$ cat src/rtl/bdcb_pkg.sv
// Package for the centre-weighted block downscaler.
// Field widths, register indexes, sequencer states and the lane control group.
`default_nettype none

package bdcb_pkg;

  localparam int PIX_W      = 8;
  localparam int FACTOR_W   = 5;
  localparam int BLEND_W    = 9;
  localparam int CFG_IDX_W  = 4;
  localparam int CFG_DATA_W = 16;
  localparam int NUM_LANES  = 4;
  // quotient is never above 255, so eight restoring steps cover it
  localparam int DIV_STEPS  = 8;
  localparam int STEP_W     = $clog2(DIV_STEPS);

  localparam logic [CFG_IDX_W-1:0] REG_FACTOR_X = CFG_IDX_W'(0);
  localparam logic [CFG_IDX_W-1:0] REG_FACTOR_Y = CFG_IDX_W'(1);
  localparam logic [CFG_IDX_W-1:0] REG_BLEND    = CFG_IDX_W'(2);
  localparam logic [CFG_IDX_W-1:0] REG_ALPHA_ON = CFG_IDX_W'(3);

  typedef enum logic [2:0] {
    ST_ACC,
    ST_COEF0,
    ST_COEF1,
    ST_MUL,
    ST_LOAD,
    ST_DIV,
    ST_OUT
  } state_e;

  typedef struct packed {
    logic acc;     // pixel request taken this cycle
    logic centre;  // that pixel is the block centre
    logic clr;     // restart the block
    logic mul;     // form the two weighted products
    logic load;    // add products into the remainder
    logic step;    // one restoring division step
  } lane_ctl_t;

endpackage

`default_nettype wire

$ cat src/rtl/bdcb_if.sv
// Channel interfaces of the downscaler: source pixels, target pixels, config writes.
// Depends on bdcb_pkg.
`default_nettype none

interface bdcb_pix_in_if;
  logic                       valid;
  logic                       ready;
  logic [bdcb_pkg::PIX_W-1:0] chan_blue;
  logic [bdcb_pkg::PIX_W-1:0] chan_green;
  logic [bdcb_pkg::PIX_W-1:0] chan_red;
  logic [bdcb_pkg::PIX_W-1:0] chan_alpha;

  modport source (output valid, chan_blue, chan_green, chan_red, chan_alpha, input ready);
  modport sink   (input valid, chan_blue, chan_green, chan_red, chan_alpha, output ready);
endinterface

interface bdcb_pix_out_if;
  logic                       valid;
  logic                       ready;
  logic [bdcb_pkg::PIX_W-1:0] out_blue;
  logic [bdcb_pkg::PIX_W-1:0] out_green;
  logic [bdcb_pkg::PIX_W-1:0] out_red;
  logic [bdcb_pkg::PIX_W-1:0] out_alpha;

  modport source (output valid, out_blue, out_green, out_red, out_alpha, input ready);
  modport sink   (input valid, out_blue, out_green, out_red, out_alpha, output ready);
endinterface

interface bdcb_cfg_if;
  logic                            valid;
  logic                            ready;
  logic [bdcb_pkg::CFG_IDX_W-1:0]  index;
  logic [bdcb_pkg::CFG_DATA_W-1:0] data;

  modport source (output valid, index, data, input ready);
  modport sink   (input valid, index, data, output ready);
endinterface

`default_nettype wire

$ cat src/rtl/block_downscale_center_blend.sv
// Top level of the centre-weighted block downscaler: config registers, block
// position, coefficient sequencer, four lanes and the merging stage.
// Depends on bdcb_pkg, bdcb_if, bdcb_lane, bdcb_merge.
//
//   channel  direction  payload
//   pix_i    in         chan_blue, chan_green, chan_red, chan_alpha
//   pix_o    out        out_blue, out_green, out_red, out_alpha
//   cfg_i    in         index, data (factor_x, factor_y, blend, alpha_on)
//
// A source pixel is taken only in the accumulate state. After the last pixel of a
// block the sequencer runs two coefficient steps, one product step, one load step,
// the eight steps of the restoring divider in each lane and one hand-over step.
// The target pixel then waits in the output register while the next block is
// taken in; a stalled output only holds the hand-over state. Reset restores the
// register defaults and an empty block; config writes are always accepted.
`default_nettype none

module block_downscale_center_blend #(
  parameter int MAX_FACTOR = 16
) (
  input  wire logic       clk_i,
  input  wire logic       rst_ni,
  bdcb_pix_in_if.sink     pix_i,
  bdcb_pix_out_if.source  pix_o,
  bdcb_cfg_if.sink        cfg_i
);

  localparam int EF_MAX = (MAX_FACTOR < 31) ? MAX_FACTOR : 31;
  localparam int EF_W   = $clog2(EF_MAX + 1);
  localparam int DMAX   = EF_MAX * EF_MAX;
  localparam int D_W    = $clog2(DMAX + 1);
  localparam int SUM_W  = $clog2(255 * DMAX + 1);
  localparam int K1_W   = $clog2(((1 << bdcb_pkg::BLEND_W) - 1) * DMAX + 1);
  localparam int DEN_W  = $clog2(DMAX * DMAX + 1);
  localparam int NUM_W  = $clog2(255 * DMAX * DMAX + 1);

  logic [bdcb_pkg::FACTOR_W-1:0] fx_q, fy_q;
  logic [bdcb_pkg::BLEND_W-1:0]  blend_q;
  logic                          alpha_q;
  logic [EF_W-1:0]               fx_e, fy_e, col_q, row_q;
  logic [D_W-1:0]                d_q, k2_q;
  logic [K1_W-1:0]               k1_q, b_w, dm1_w;
  logic [DEN_W-1:0]              den_q;
  logic [NUM_W-1:0]              dv_q;
  logic [bdcb_pkg::STEP_W-1:0]   step_q;
  bdcb_pkg::state_e              state_q, state_d;
  bdcb_pkg::lane_ctl_t           ctl;
  logic                          in_acc, cfg_acc, factor_wr, last_col, last_px;
  logic                          blended, merge_free, merge_load;
  logic [bdcb_pkg::NUM_LANES-1:0][bdcb_pkg::PIX_W-1:0] px, quo;

  // ---------------- configuration ----------------
  assign cfg_i.ready = 1'b1;
  assign cfg_acc     = cfg_i.valid && cfg_i.ready;

  always_comb begin
    factor_wr = 1'b0;
    if (cfg_acc) begin
      unique case (cfg_i.index) inside
        bdcb_pkg::REG_FACTOR_X, bdcb_pkg::REG_FACTOR_Y: factor_wr = 1'b1;
        default:                                        factor_wr = 1'b0;
      endcase
    end
  end

  always_ff @(posedge clk_i or negedge rst_ni) begin
    if (!rst_ni) begin
      fx_q    <= bdcb_pkg::FACTOR_W'(2);
      fy_q    <= bdcb_pkg::FACTOR_W'(2);
      blend_q <= '0;
      alpha_q <= 1'b1;
    end else if (cfg_acc) begin
      unique case (cfg_i.index)
        bdcb_pkg::REG_FACTOR_X: fx_q    <= cfg_i.data[bdcb_pkg::FACTOR_W-1:0];
        bdcb_pkg::REG_FACTOR_Y: fy_q    <= cfg_i.data[bdcb_pkg::FACTOR_W-1:0];
        bdcb_pkg::REG_BLEND:    blend_q <= cfg_i.data[bdcb_pkg::BLEND_W-1:0];
        bdcb_pkg::REG_ALPHA_ON: alpha_q <= cfg_i.data[0];
        default: ;
      endcase
    end
  end

  // zero acts as one, anything above the limit as the limit
  assign fx_e = (fx_q == '0) ? EF_W'(1) :
                (fx_q > bdcb_pkg::FACTOR_W'(EF_MAX)) ? EF_W'(EF_MAX) : EF_W'(fx_q);
  assign fy_e = (fy_q == '0) ? EF_W'(1) :
                (fy_q > bdcb_pkg::FACTOR_W'(EF_MAX)) ? EF_W'(EF_MAX) : EF_W'(fy_q);

  // ---------------- block position ----------------
  assign in_acc   = pix_i.valid && pix_i.ready;
  assign last_col = (col_q + EF_W'(1)) == fx_e;
  assign last_px  = last_col && ((row_q + EF_W'(1)) == fy_e);

  always_ff @(posedge clk_i or negedge rst_ni) begin
    if (!rst_ni) begin
      col_q <= '0;
      row_q <= '0;
    end else if (factor_wr) begin
      col_q <= '0;
      row_q <= '0;
    end else if (in_acc) begin
      if (last_col) begin
        col_q <= '0;
        row_q <= last_px ? '0 : row_q + EF_W'(1);
      end else begin
        col_q <= col_q + EF_W'(1);
      end
    end
  end

  // ---------------- sequencer ----------------
  always_ff @(posedge clk_i or negedge rst_ni) begin
    if (!rst_ni) begin
      state_q <= bdcb_pkg::ST_ACC;
    end else begin
      state_q <= state_d;
    end
  end

  always_comb begin
    state_d = state_q;
    unique case (state_q)
      bdcb_pkg::ST_ACC:   if (in_acc && last_px) state_d = bdcb_pkg::ST_COEF0;
      bdcb_pkg::ST_COEF0: state_d = bdcb_pkg::ST_COEF1;
      bdcb_pkg::ST_COEF1: state_d = bdcb_pkg::ST_MUL;
      bdcb_pkg::ST_MUL:   state_d = bdcb_pkg::ST_LOAD;
      bdcb_pkg::ST_LOAD:  state_d = bdcb_pkg::ST_DIV;
      bdcb_pkg::ST_DIV: begin
        if (step_q == bdcb_pkg::STEP_W'(bdcb_pkg::DIV_STEPS - 1)) state_d = bdcb_pkg::ST_OUT;
      end
      bdcb_pkg::ST_OUT:   if (merge_free) state_d = bdcb_pkg::ST_ACC;
      default:            state_d = bdcb_pkg::ST_ACC;
    endcase
  end

  always_comb begin
    pix_i.ready = (state_q == bdcb_pkg::ST_ACC);
    ctl.acc     = in_acc;
    ctl.centre  = (col_q == ((fx_e - EF_W'(1)) >> 1)) && (row_q == ((fy_e - EF_W'(1)) >> 1));
    ctl.clr     = factor_wr;
    ctl.mul     = (state_q == bdcb_pkg::ST_MUL);
    ctl.load    = (state_q == bdcb_pkg::ST_LOAD);
    ctl.step    = (state_q == bdcb_pkg::ST_DIV);
    merge_load  = (state_q == bdcb_pkg::ST_OUT) && merge_free;
  end

  // ---------------- shared coefficients ----------------
  // plain average uses unit weights over D, blending weights over D*(D-1)
  assign blended = (blend_q > bdcb_pkg::BLEND_W'(1)) && (d_q > D_W'(1));
  assign b_w     = (K1_W'(blend_q) < K1_W'(d_q)) ? K1_W'(blend_q) : K1_W'(d_q);
  assign dm1_w   = K1_W'(d_q - D_W'(1));

  always_ff @(posedge clk_i) begin
    if (state_q == bdcb_pkg::ST_COEF0) begin
      d_q <= D_W'(D_W'(fx_e) * D_W'(fy_e));
    end
    if (state_q == bdcb_pkg::ST_COEF1) begin
      if (blended) begin
        k1_q  <= K1_W'(b_w * dm1_w);
        k2_q  <= D_W'(K1_W'(d_q) - b_w);
        den_q <= DEN_W'(DEN_W'(d_q) * DEN_W'(dm1_w));
      end else begin
        k1_q  <= K1_W'(1);
        k2_q  <= D_W'(1);
        den_q <= DEN_W'(d_q);
      end
    end
    if (state_q == bdcb_pkg::ST_LOAD) begin
      dv_q   <= NUM_W'(den_q) << (bdcb_pkg::DIV_STEPS - 1);
      step_q <= '0;
    end else if (state_q == bdcb_pkg::ST_DIV) begin
      dv_q   <= dv_q >> 1;
      step_q <= step_q + bdcb_pkg::STEP_W'(1);
    end
  end

  // ---------------- lanes ----------------
  assign px = {pix_i.chan_alpha, pix_i.chan_red, pix_i.chan_green, pix_i.chan_blue};

  for (genvar g = 0; g < bdcb_pkg::NUM_LANES; g++) begin : g_lane
    bdcb_lane #(
      .SUM_W (SUM_W),
      .K1_W  (K1_W),
      .K2_W  (D_W),
      .NUM_W (NUM_W)
    ) u_lane (
      .clk_i  (clk_i),
      .rst_ni (rst_ni),
      .ctl_i  (ctl),
      .px_i   (px[g]),
      .k1_i   (k1_q),
      .k2_i   (k2_q),
      .dv_i   (dv_q),
      .q_o    (quo[g])
    );
  end

  bdcb_merge u_merge (
    .clk_i      (clk_i),
    .rst_ni     (rst_ni),
    .load_i     (merge_load),
    .alpha_on_i (alpha_q),
    .q_i        (quo),
    .free_o     (merge_free),
    .pix_o      (pix_o)
  );

  // ---------------- assertions ----------------
  a_pos_in_block: assert property (@(posedge clk_i) disable iff (!rst_ni)
    (state_q == bdcb_pkg::ST_ACC) |-> (col_q < fx_e) && (row_q < fy_e))
    else $error("block position outside the block");

  a_out_from_seq: assert property (@(posedge clk_i) disable iff (!rst_ni)
    $rose(pix_o.valid) |-> $past(state_q == bdcb_pkg::ST_OUT))
    else $error("target pixel raised outside hand-over");

  a_handover: assert property (@(posedge clk_i) disable iff (!rst_ni)
    (state_q == bdcb_pkg::ST_OUT && merge_free) |=> (state_q == bdcb_pkg::ST_ACC) && pix_o.valid)
    else $error("hand-over did not fill the output register");

endmodule

`default_nettype wire

$ cat src/rtl/bdcb_lane.sv
// One channel lane: centre capture, sum of the other pixels, weighted products
// and a restoring divider. Depends on bdcb_pkg.
`default_nettype none

module bdcb_lane #(
  parameter int SUM_W = 16,
  parameter int K1_W  = 17,
  parameter int K2_W  = 9,
  parameter int NUM_W = 25
) (
  input  wire logic                       clk_i,
  input  wire logic                       rst_ni,
  input  wire bdcb_pkg::lane_ctl_t        ctl_i,
  input  wire logic [bdcb_pkg::PIX_W-1:0] px_i,
  input  wire logic [K1_W-1:0]            k1_i,
  input  wire logic [K2_W-1:0]            k2_i,
  input  wire logic [NUM_W-1:0]           dv_i,
  output logic      [bdcb_pkg::PIX_W-1:0] q_o
);

  logic [bdcb_pkg::PIX_W-1:0] centre_q;
  logic [SUM_W-1:0]           sum_q;
  logic [NUM_W-1:0]           p1_q, p2_q, rem_q;
  logic [bdcb_pkg::PIX_W-1:0] quo_q;
  logic                       fits;

  assign fits = (rem_q >= dv_i);

  always_ff @(posedge clk_i or negedge rst_ni) begin
    if (!rst_ni) begin
      centre_q <= '0;
      sum_q    <= '0;
    end else if (ctl_i.clr || ctl_i.mul) begin
      centre_q <= '0;
      sum_q    <= '0;
    end else if (ctl_i.acc) begin
      if (ctl_i.centre) begin
        centre_q <= px_i;
      end else begin
        sum_q <= sum_q + SUM_W'(px_i);
      end
    end
  end

  // products and quotient are payload, no reset
  always_ff @(posedge clk_i) begin
    if (ctl_i.mul) begin
      p1_q <= NUM_W'(NUM_W'(centre_q) * NUM_W'(k1_i));
      p2_q <= NUM_W'(NUM_W'(sum_q) * NUM_W'(k2_i));
    end
    if (ctl_i.load) begin
      rem_q <= p1_q + p2_q;
      quo_q <= '0;
    end else if (ctl_i.step) begin
      if (fits) begin
        rem_q <= rem_q - dv_i;
      end
      quo_q <= {quo_q[bdcb_pkg::PIX_W-2:0], fits};
    end
  end

  // numerator never exceeds 255 times the divisor, so the quotient is already saturated
  assign q_o = quo_q;

endmodule

`default_nettype wire

$ cat src/rtl/bdcb_merge.sv
// Merging stage: gathers the lane quotients into one target pixel and holds it
// in the output register. Depends on bdcb_pkg and bdcb_if.
`default_nettype none

module bdcb_merge (
  input  wire logic                                              clk_i,
  input  wire logic                                              rst_ni,
  input  wire logic                                              load_i,
  input  wire logic                                              alpha_on_i,
  input  wire logic [bdcb_pkg::NUM_LANES-1:0][bdcb_pkg::PIX_W-1:0] q_i,
  output logic                                                   free_o,
  bdcb_pix_out_if.source                                         pix_o
);

  logic valid_q;

  assign free_o = !valid_q || pix_o.ready;

  always_ff @(posedge clk_i or negedge rst_ni) begin
    if (!rst_ni) begin
      valid_q <= 1'b0;
    end else if (load_i) begin
      valid_q <= 1'b1;
    end else if (pix_o.ready) begin
      valid_q <= 1'b0;
    end
  end

  always_ff @(posedge clk_i) begin
    if (load_i) begin
      pix_o.out_blue  <= q_i[0];
      pix_o.out_green <= q_i[1];
      pix_o.out_red   <= q_i[2];
      pix_o.out_alpha <= alpha_on_i ? q_i[3] : '0;
    end
  end

  assign pix_o.valid = valid_q;

endmodule

`default_nettype wire

$ cat src/flat_wrapper.sv
// flat-port wrapper written by rule: the top's interface ports become plain ports
module block_downscale_center_blend_flat 
#(
  parameter int MAX_FACTOR = 16
)
  (clk_i, rst_ni, pix_i_valid, pix_i_chan_blue, pix_i_chan_green, pix_i_chan_red, pix_i_chan_alpha, pix_i_ready, pix_o_valid, pix_o_out_blue, pix_o_out_green, pix_o_out_red, pix_o_out_alpha, pix_o_ready, cfg_i_valid, cfg_i_index, cfg_i_data, cfg_i_ready);
  bdcb_pix_in_if pix_i_i ();
  bdcb_pix_out_if pix_o_i ();
  bdcb_cfg_if cfg_i_i ();
  input  wire logic clk_i;
  input  wire logic rst_ni;
  input wire logic [$bits(pix_i_i.valid)-1:0] pix_i_valid;
  input wire logic [$bits(pix_i_i.chan_blue)-1:0] pix_i_chan_blue;
  input wire logic [$bits(pix_i_i.chan_green)-1:0] pix_i_chan_green;
  input wire logic [$bits(pix_i_i.chan_red)-1:0] pix_i_chan_red;
  input wire logic [$bits(pix_i_i.chan_alpha)-1:0] pix_i_chan_alpha;
  output wire logic [$bits(pix_i_i.ready)-1:0] pix_i_ready;
  output wire logic [$bits(pix_o_i.valid)-1:0] pix_o_valid;
  output wire logic [$bits(pix_o_i.out_blue)-1:0] pix_o_out_blue;
  output wire logic [$bits(pix_o_i.out_green)-1:0] pix_o_out_green;
  output wire logic [$bits(pix_o_i.out_red)-1:0] pix_o_out_red;
  output wire logic [$bits(pix_o_i.out_alpha)-1:0] pix_o_out_alpha;
  input wire logic [$bits(pix_o_i.ready)-1:0] pix_o_ready;
  input wire logic [$bits(cfg_i_i.valid)-1:0] cfg_i_valid;
  input wire logic [$bits(cfg_i_i.index)-1:0] cfg_i_index;
  input wire logic [$bits(cfg_i_i.data)-1:0] cfg_i_data;
  output wire logic [$bits(cfg_i_i.ready)-1:0] cfg_i_ready;
  assign pix_i_i.valid = pix_i_valid;
  assign pix_i_i.chan_blue = pix_i_chan_blue;
  assign pix_i_i.chan_green = pix_i_chan_green;
  assign pix_i_i.chan_red = pix_i_chan_red;
  assign pix_i_i.chan_alpha = pix_i_chan_alpha;
  assign pix_i_ready = pix_i_i.ready;
  assign pix_o_valid = pix_o_i.valid;
  assign pix_o_out_blue = pix_o_i.out_blue;
  assign pix_o_out_green = pix_o_i.out_green;
  assign pix_o_out_red = pix_o_i.out_red;
  assign pix_o_out_alpha = pix_o_i.out_alpha;
  assign pix_o_i.ready = pix_o_ready;
  assign cfg_i_i.valid = cfg_i_valid;
  assign cfg_i_i.index = cfg_i_index;
  assign cfg_i_i.data = cfg_i_data;
  assign cfg_i_ready = cfg_i_i.ready;
  block_downscale_center_blend #(.MAX_FACTOR(MAX_FACTOR)) u_core (.clk_i(clk_i), .rst_ni(rst_ni), .pix_i(pix_i_i), .pix_o(pix_o_i), .cfg_i(cfg_i_i));
endmodule
$ cat config.mk
export PLATFORM = sky130hd
export DESIGN_NAME = block_downscale_center_blend_flat
export DESIGN_NICKNAME = d
export VERILOG_FILES = /design/src/rtl/bdcb_pkg.sv /design/src/rtl/bdcb_if.sv /design/src/rtl/block_downscale_center_blend.sv /design/src/rtl/bdcb_lane.sv /design/src/rtl/bdcb_merge.sv /design/src/flat_wrapper.sv
export SDC_FILE = /design/constraint.sdc
export NUM_CORES = 2
export LEC_CHECK = 0
export BUFFER_PORTS_ARGS = -buffer_cell sky130_fd_sc_hd__buf_4
export CAP_MARGIN = 30
export CORE_MARGIN = 10
export CORE_UTILIZATION = 29
export DETAILED_ROUTE_END_ITERATION = 12
export PLACE_DENSITY_LB_ADDON = 0.3
export SLEW_MARGIN = 20
export SYNTH_ARGS = -nofsm -noshare
export SYNTH_HDL_FRONTEND = slang
export SYNTH_SLANG_ARGS = --single-unit
export TNS_END_PERCENT = 20
$ cat constraint.sdc
create_clock -name clk_i -period 12.2 [get_ports clk_i]
set_input_delay 0.61 -clock clk_i [delete_from_list [all_inputs] [get_ports clk_i]]
set_output_delay 0.61 -clock clk_i [all_outputs]
set_load 0.02 [all_outputs]
==> flow_metrics.py <==
metrics = {
    "logic_synthesis": {
        "synth-seq-cells": 561,
        "synth_most_common_cell": "inv_1",
        "ys_types": 90,
        "ys_seq_area_share_pct": 22.4,
        "synthArstFlopShare_pct": 23.2,
        "avgSynthCellArea_um2": 9.41,
        "yosys-top-cells-count": "inv_1 (1,059), nand2_1 (912), fa_1 (906)",
        "syn_area_um2": 70400,
        "ys_top_cells_by_area": "fa_1 (26%), edfxtp_1 (17%), ha_1 (12%), inv_1 (5.6%), nand2_1 (4.9%)",
        "synth_warnings": 0,
        "yosysTopAreaCellShare_pct": 25.8,
        "synth_edf_count": 389,
        "synth_cells": 7484,
        "synth_ff_type": "edfxtp_1",
        "yosys.area.top_type": "fa_1",
    },
    "critical_path": {
        "worst_setup_path_end_kind": "register",
        "required_ps": 12630,
        "timing_worst_setup_path_type": "reg -> reg",
        "slowest_delay_ps": 760,
        "cp_max_fo": 19,
        "slowest_stage": "edfxtp_1",
        "arrival_ps": 8790,
        "crit_buf_inv": 3,
        "cpLargestDelayFamily": "compound AO/OA/AOI/OAI gates",
        "start_kind": "register",
        "cpMostUsedCell": "fa_1",
    },
    "floorplanning": {
        "io-pin-count": 92,
        "fp.dieW_um": 513,
        "start_util_pct": 29.2,
        "rows": 180,
        "die-area_um2": 263000,
        "die_h_um": 513,
        "core_area_um2": 241000,
    },
    "run_status": {
        "outcome": "finished clean",
    },
    "sta": {
        "worst_pin_slew_ps": 970,
        "fin_skew_ps": 35.4,
        "final_hold_viol_count": 0,
        "final_max_slew_viol_count": 0,
        "min_period_ps": 8360,
        "finalCritPeriodShare_pct": 68.5,
        "setup_viol": 0,
        "slew-limit-headroom_pct": 34.5,
        "rsz0062_at_grt": "no",
        "tns_ps": 0,
        "fmax_ghz": 0.120,
    },
    "min_path": {
        "hold_path_class": "in -> reg",
    },
    "cts": {
        "htreeDepth": 3,
        "clock-root-buffer": "clkbuf_16",
        "clk_latency_ps": 710,
        "clock-sinks": 561,
        "cts_resized": 0,
        "cts_tree": "built",
        "cts_buffers": 76,
        "clockBufferDepth": 3,
        "clk_pin_slew_worst_paths_ps": 60,
    },
    "grt": {
        "grt_pass1_vias": 53400,
        "grt_overflow": 0,
        "grt_max_degree": 89,
        "antenna_found_initial": 10,
        "grt_pass1_wl_um": 309000,
        "grt_use_total_pct": 14.7,
    },
    "placement": {
        "hpwl_um": 150000,
        "place_congestion": 0.842,
        "port_buffers": 83,
    },
    "final_layout": {
        "final_util_pct": 32.0,
        "syn_to_final_growth_pct": 9.44,
        "ff_latch_area_um2": 15800,
        "fin_nets": 9024,
        "fillers": 24800,
        "multi_input_area_um2": 49500,
        "layout-drive-gt1-share_pct": 5.31,
    },
    "flow_run": {
        "maxCapViolCount": 0,
    },
    "detailed_routing": {
        "drt_iter0_drc": 2915,
        "wirelength_um": 195000,
        "viasPerCell": 4.81,
        "ant_nets": 0,
        "drc": 0,
        "vias": 51200,
        "routedWlPerCell_um": 18.3,
        "first_pass_iters": 7,
    },
}
-- state kept, by name, summed over array words and instances (netlist names), 9 cells and up --
name	cells
u_core.g_lane.u_lane.p1_q	96
u_core.g_lane.u_lane.p2_q	96
u_core.g_lane.u_lane.rem_q	96
u_core.g_lane.u_lane.sum_q	64
u_core.g_lane.u_lane.centre_q	32
u_core.g_lane.u_lane.q_o	32
u_core.dv_q	24
u_core.den_q	17
u_core.k1_q	17
u_core.blend_q	9
u_core.d_q	9
u_core.k2_q	9
-- final cells by class --
class,count,share of cell area [%]
Antenna cell,2,0.00650
Inverter,1064,5.18
Timing Repair Buffer,155,1.59
Clock buffer,95,2.71
Multi-Input combinational cell,5537,64.2
Clock inverter,46,0.655
Sequential cell,561,20.5
Tap cell,3185,5.17
-- through the flow --
step	area, um^2	setup slack (ps)	hold WS [ps]	cells
final	77000	3840	137	10600
after detailed placement	74300	3860	415	10500
after CTS	76900	3840	71.9	10600
after floorplan	70400	5290	314	7496
after global routing	77000	3240	116	10600
after global placement	74300	3620	418	10500
-- placed cells by master, fill, tap and decap left out, drive strengths merged, types with 95 or more instances in the layout --
master	netlist	final
a21o	110	110
inv	1060	1066
dfrtp	127	127
clkbuf	287	95
xor2	144	144
nand2	912	912
a21oi	291	291
o21ai	244	244
buf	47	154
nand2b	102	102
and2	533	533
fa	906	906
nor2	418	418
edfxtp	389	389
nor3	99	99
ha	666	666
xnor2	275	275
-- worst min-delay path, stage by stage --
cell and delay, ps:
buf_4 100, nand2_1 40, o21ai_0 60
-- logic make-up (layout without fill, tap and decap cells) --
kind of cell	Yosys count	after routing	share of synthesized area, %
muxes	48	48	0.723
other	2	16	0.0107
adders and majority gates	1572	1572	37.6
and+or+nand+nor	2425	2425	16.7
DFF	561	561	22.4
xor gates and xnor gates	419	419	5.21
AOI/OAI and AO/OA	1059	1059	9.80
buffers and inverters	1398	1360	7.55
-- timing repair --
item | CTS | global route
setup buffers | 0 | 0
hold buffers | 1 | 0
endpoints found under the setup margin | 0 | 0
endpoints found under the hold margin | 12 | 0
-- final timing paths --
path | from | to | slack (ps) | cells past startpoint
worst max register to register | u_core.d_q[1] | u_core.k1_q[16] | 3840 | 28
worst max-delay path | u_core.d_q[1] | u_core.k1_q[16] | 3840 | 28
worst min-delay path | cfg_i_data[4] | u_core.fx_q[4] | 140 | 3
worst min register to register | u_core.g_lane[0].u_lane.q_o[7] | u_core.u_merge.pix_o.out_blue[7] | 430 | 0
max in group asynchronous | rst_ni | u_core.state_q[0] | 10600 | 3
min in group asynchronous | rst_ni | u_core.g_lane[1].u_lane.sum_q[5] | 360 | 2
-- per-layer routing --
metal  track usage (%)  wire length (um)  vias to the layer above
li1                  -                 -                    24100
met2              24.2             89400                     1055
met5                 0                21                        -
met4              4.94              6630                        4
met3              1.85              8390                      236
met1              20.0             90200                    25800
Power is not shown: default switching activity piles up to over one toggle a cycle in this logic, so the estimate is an artifact.
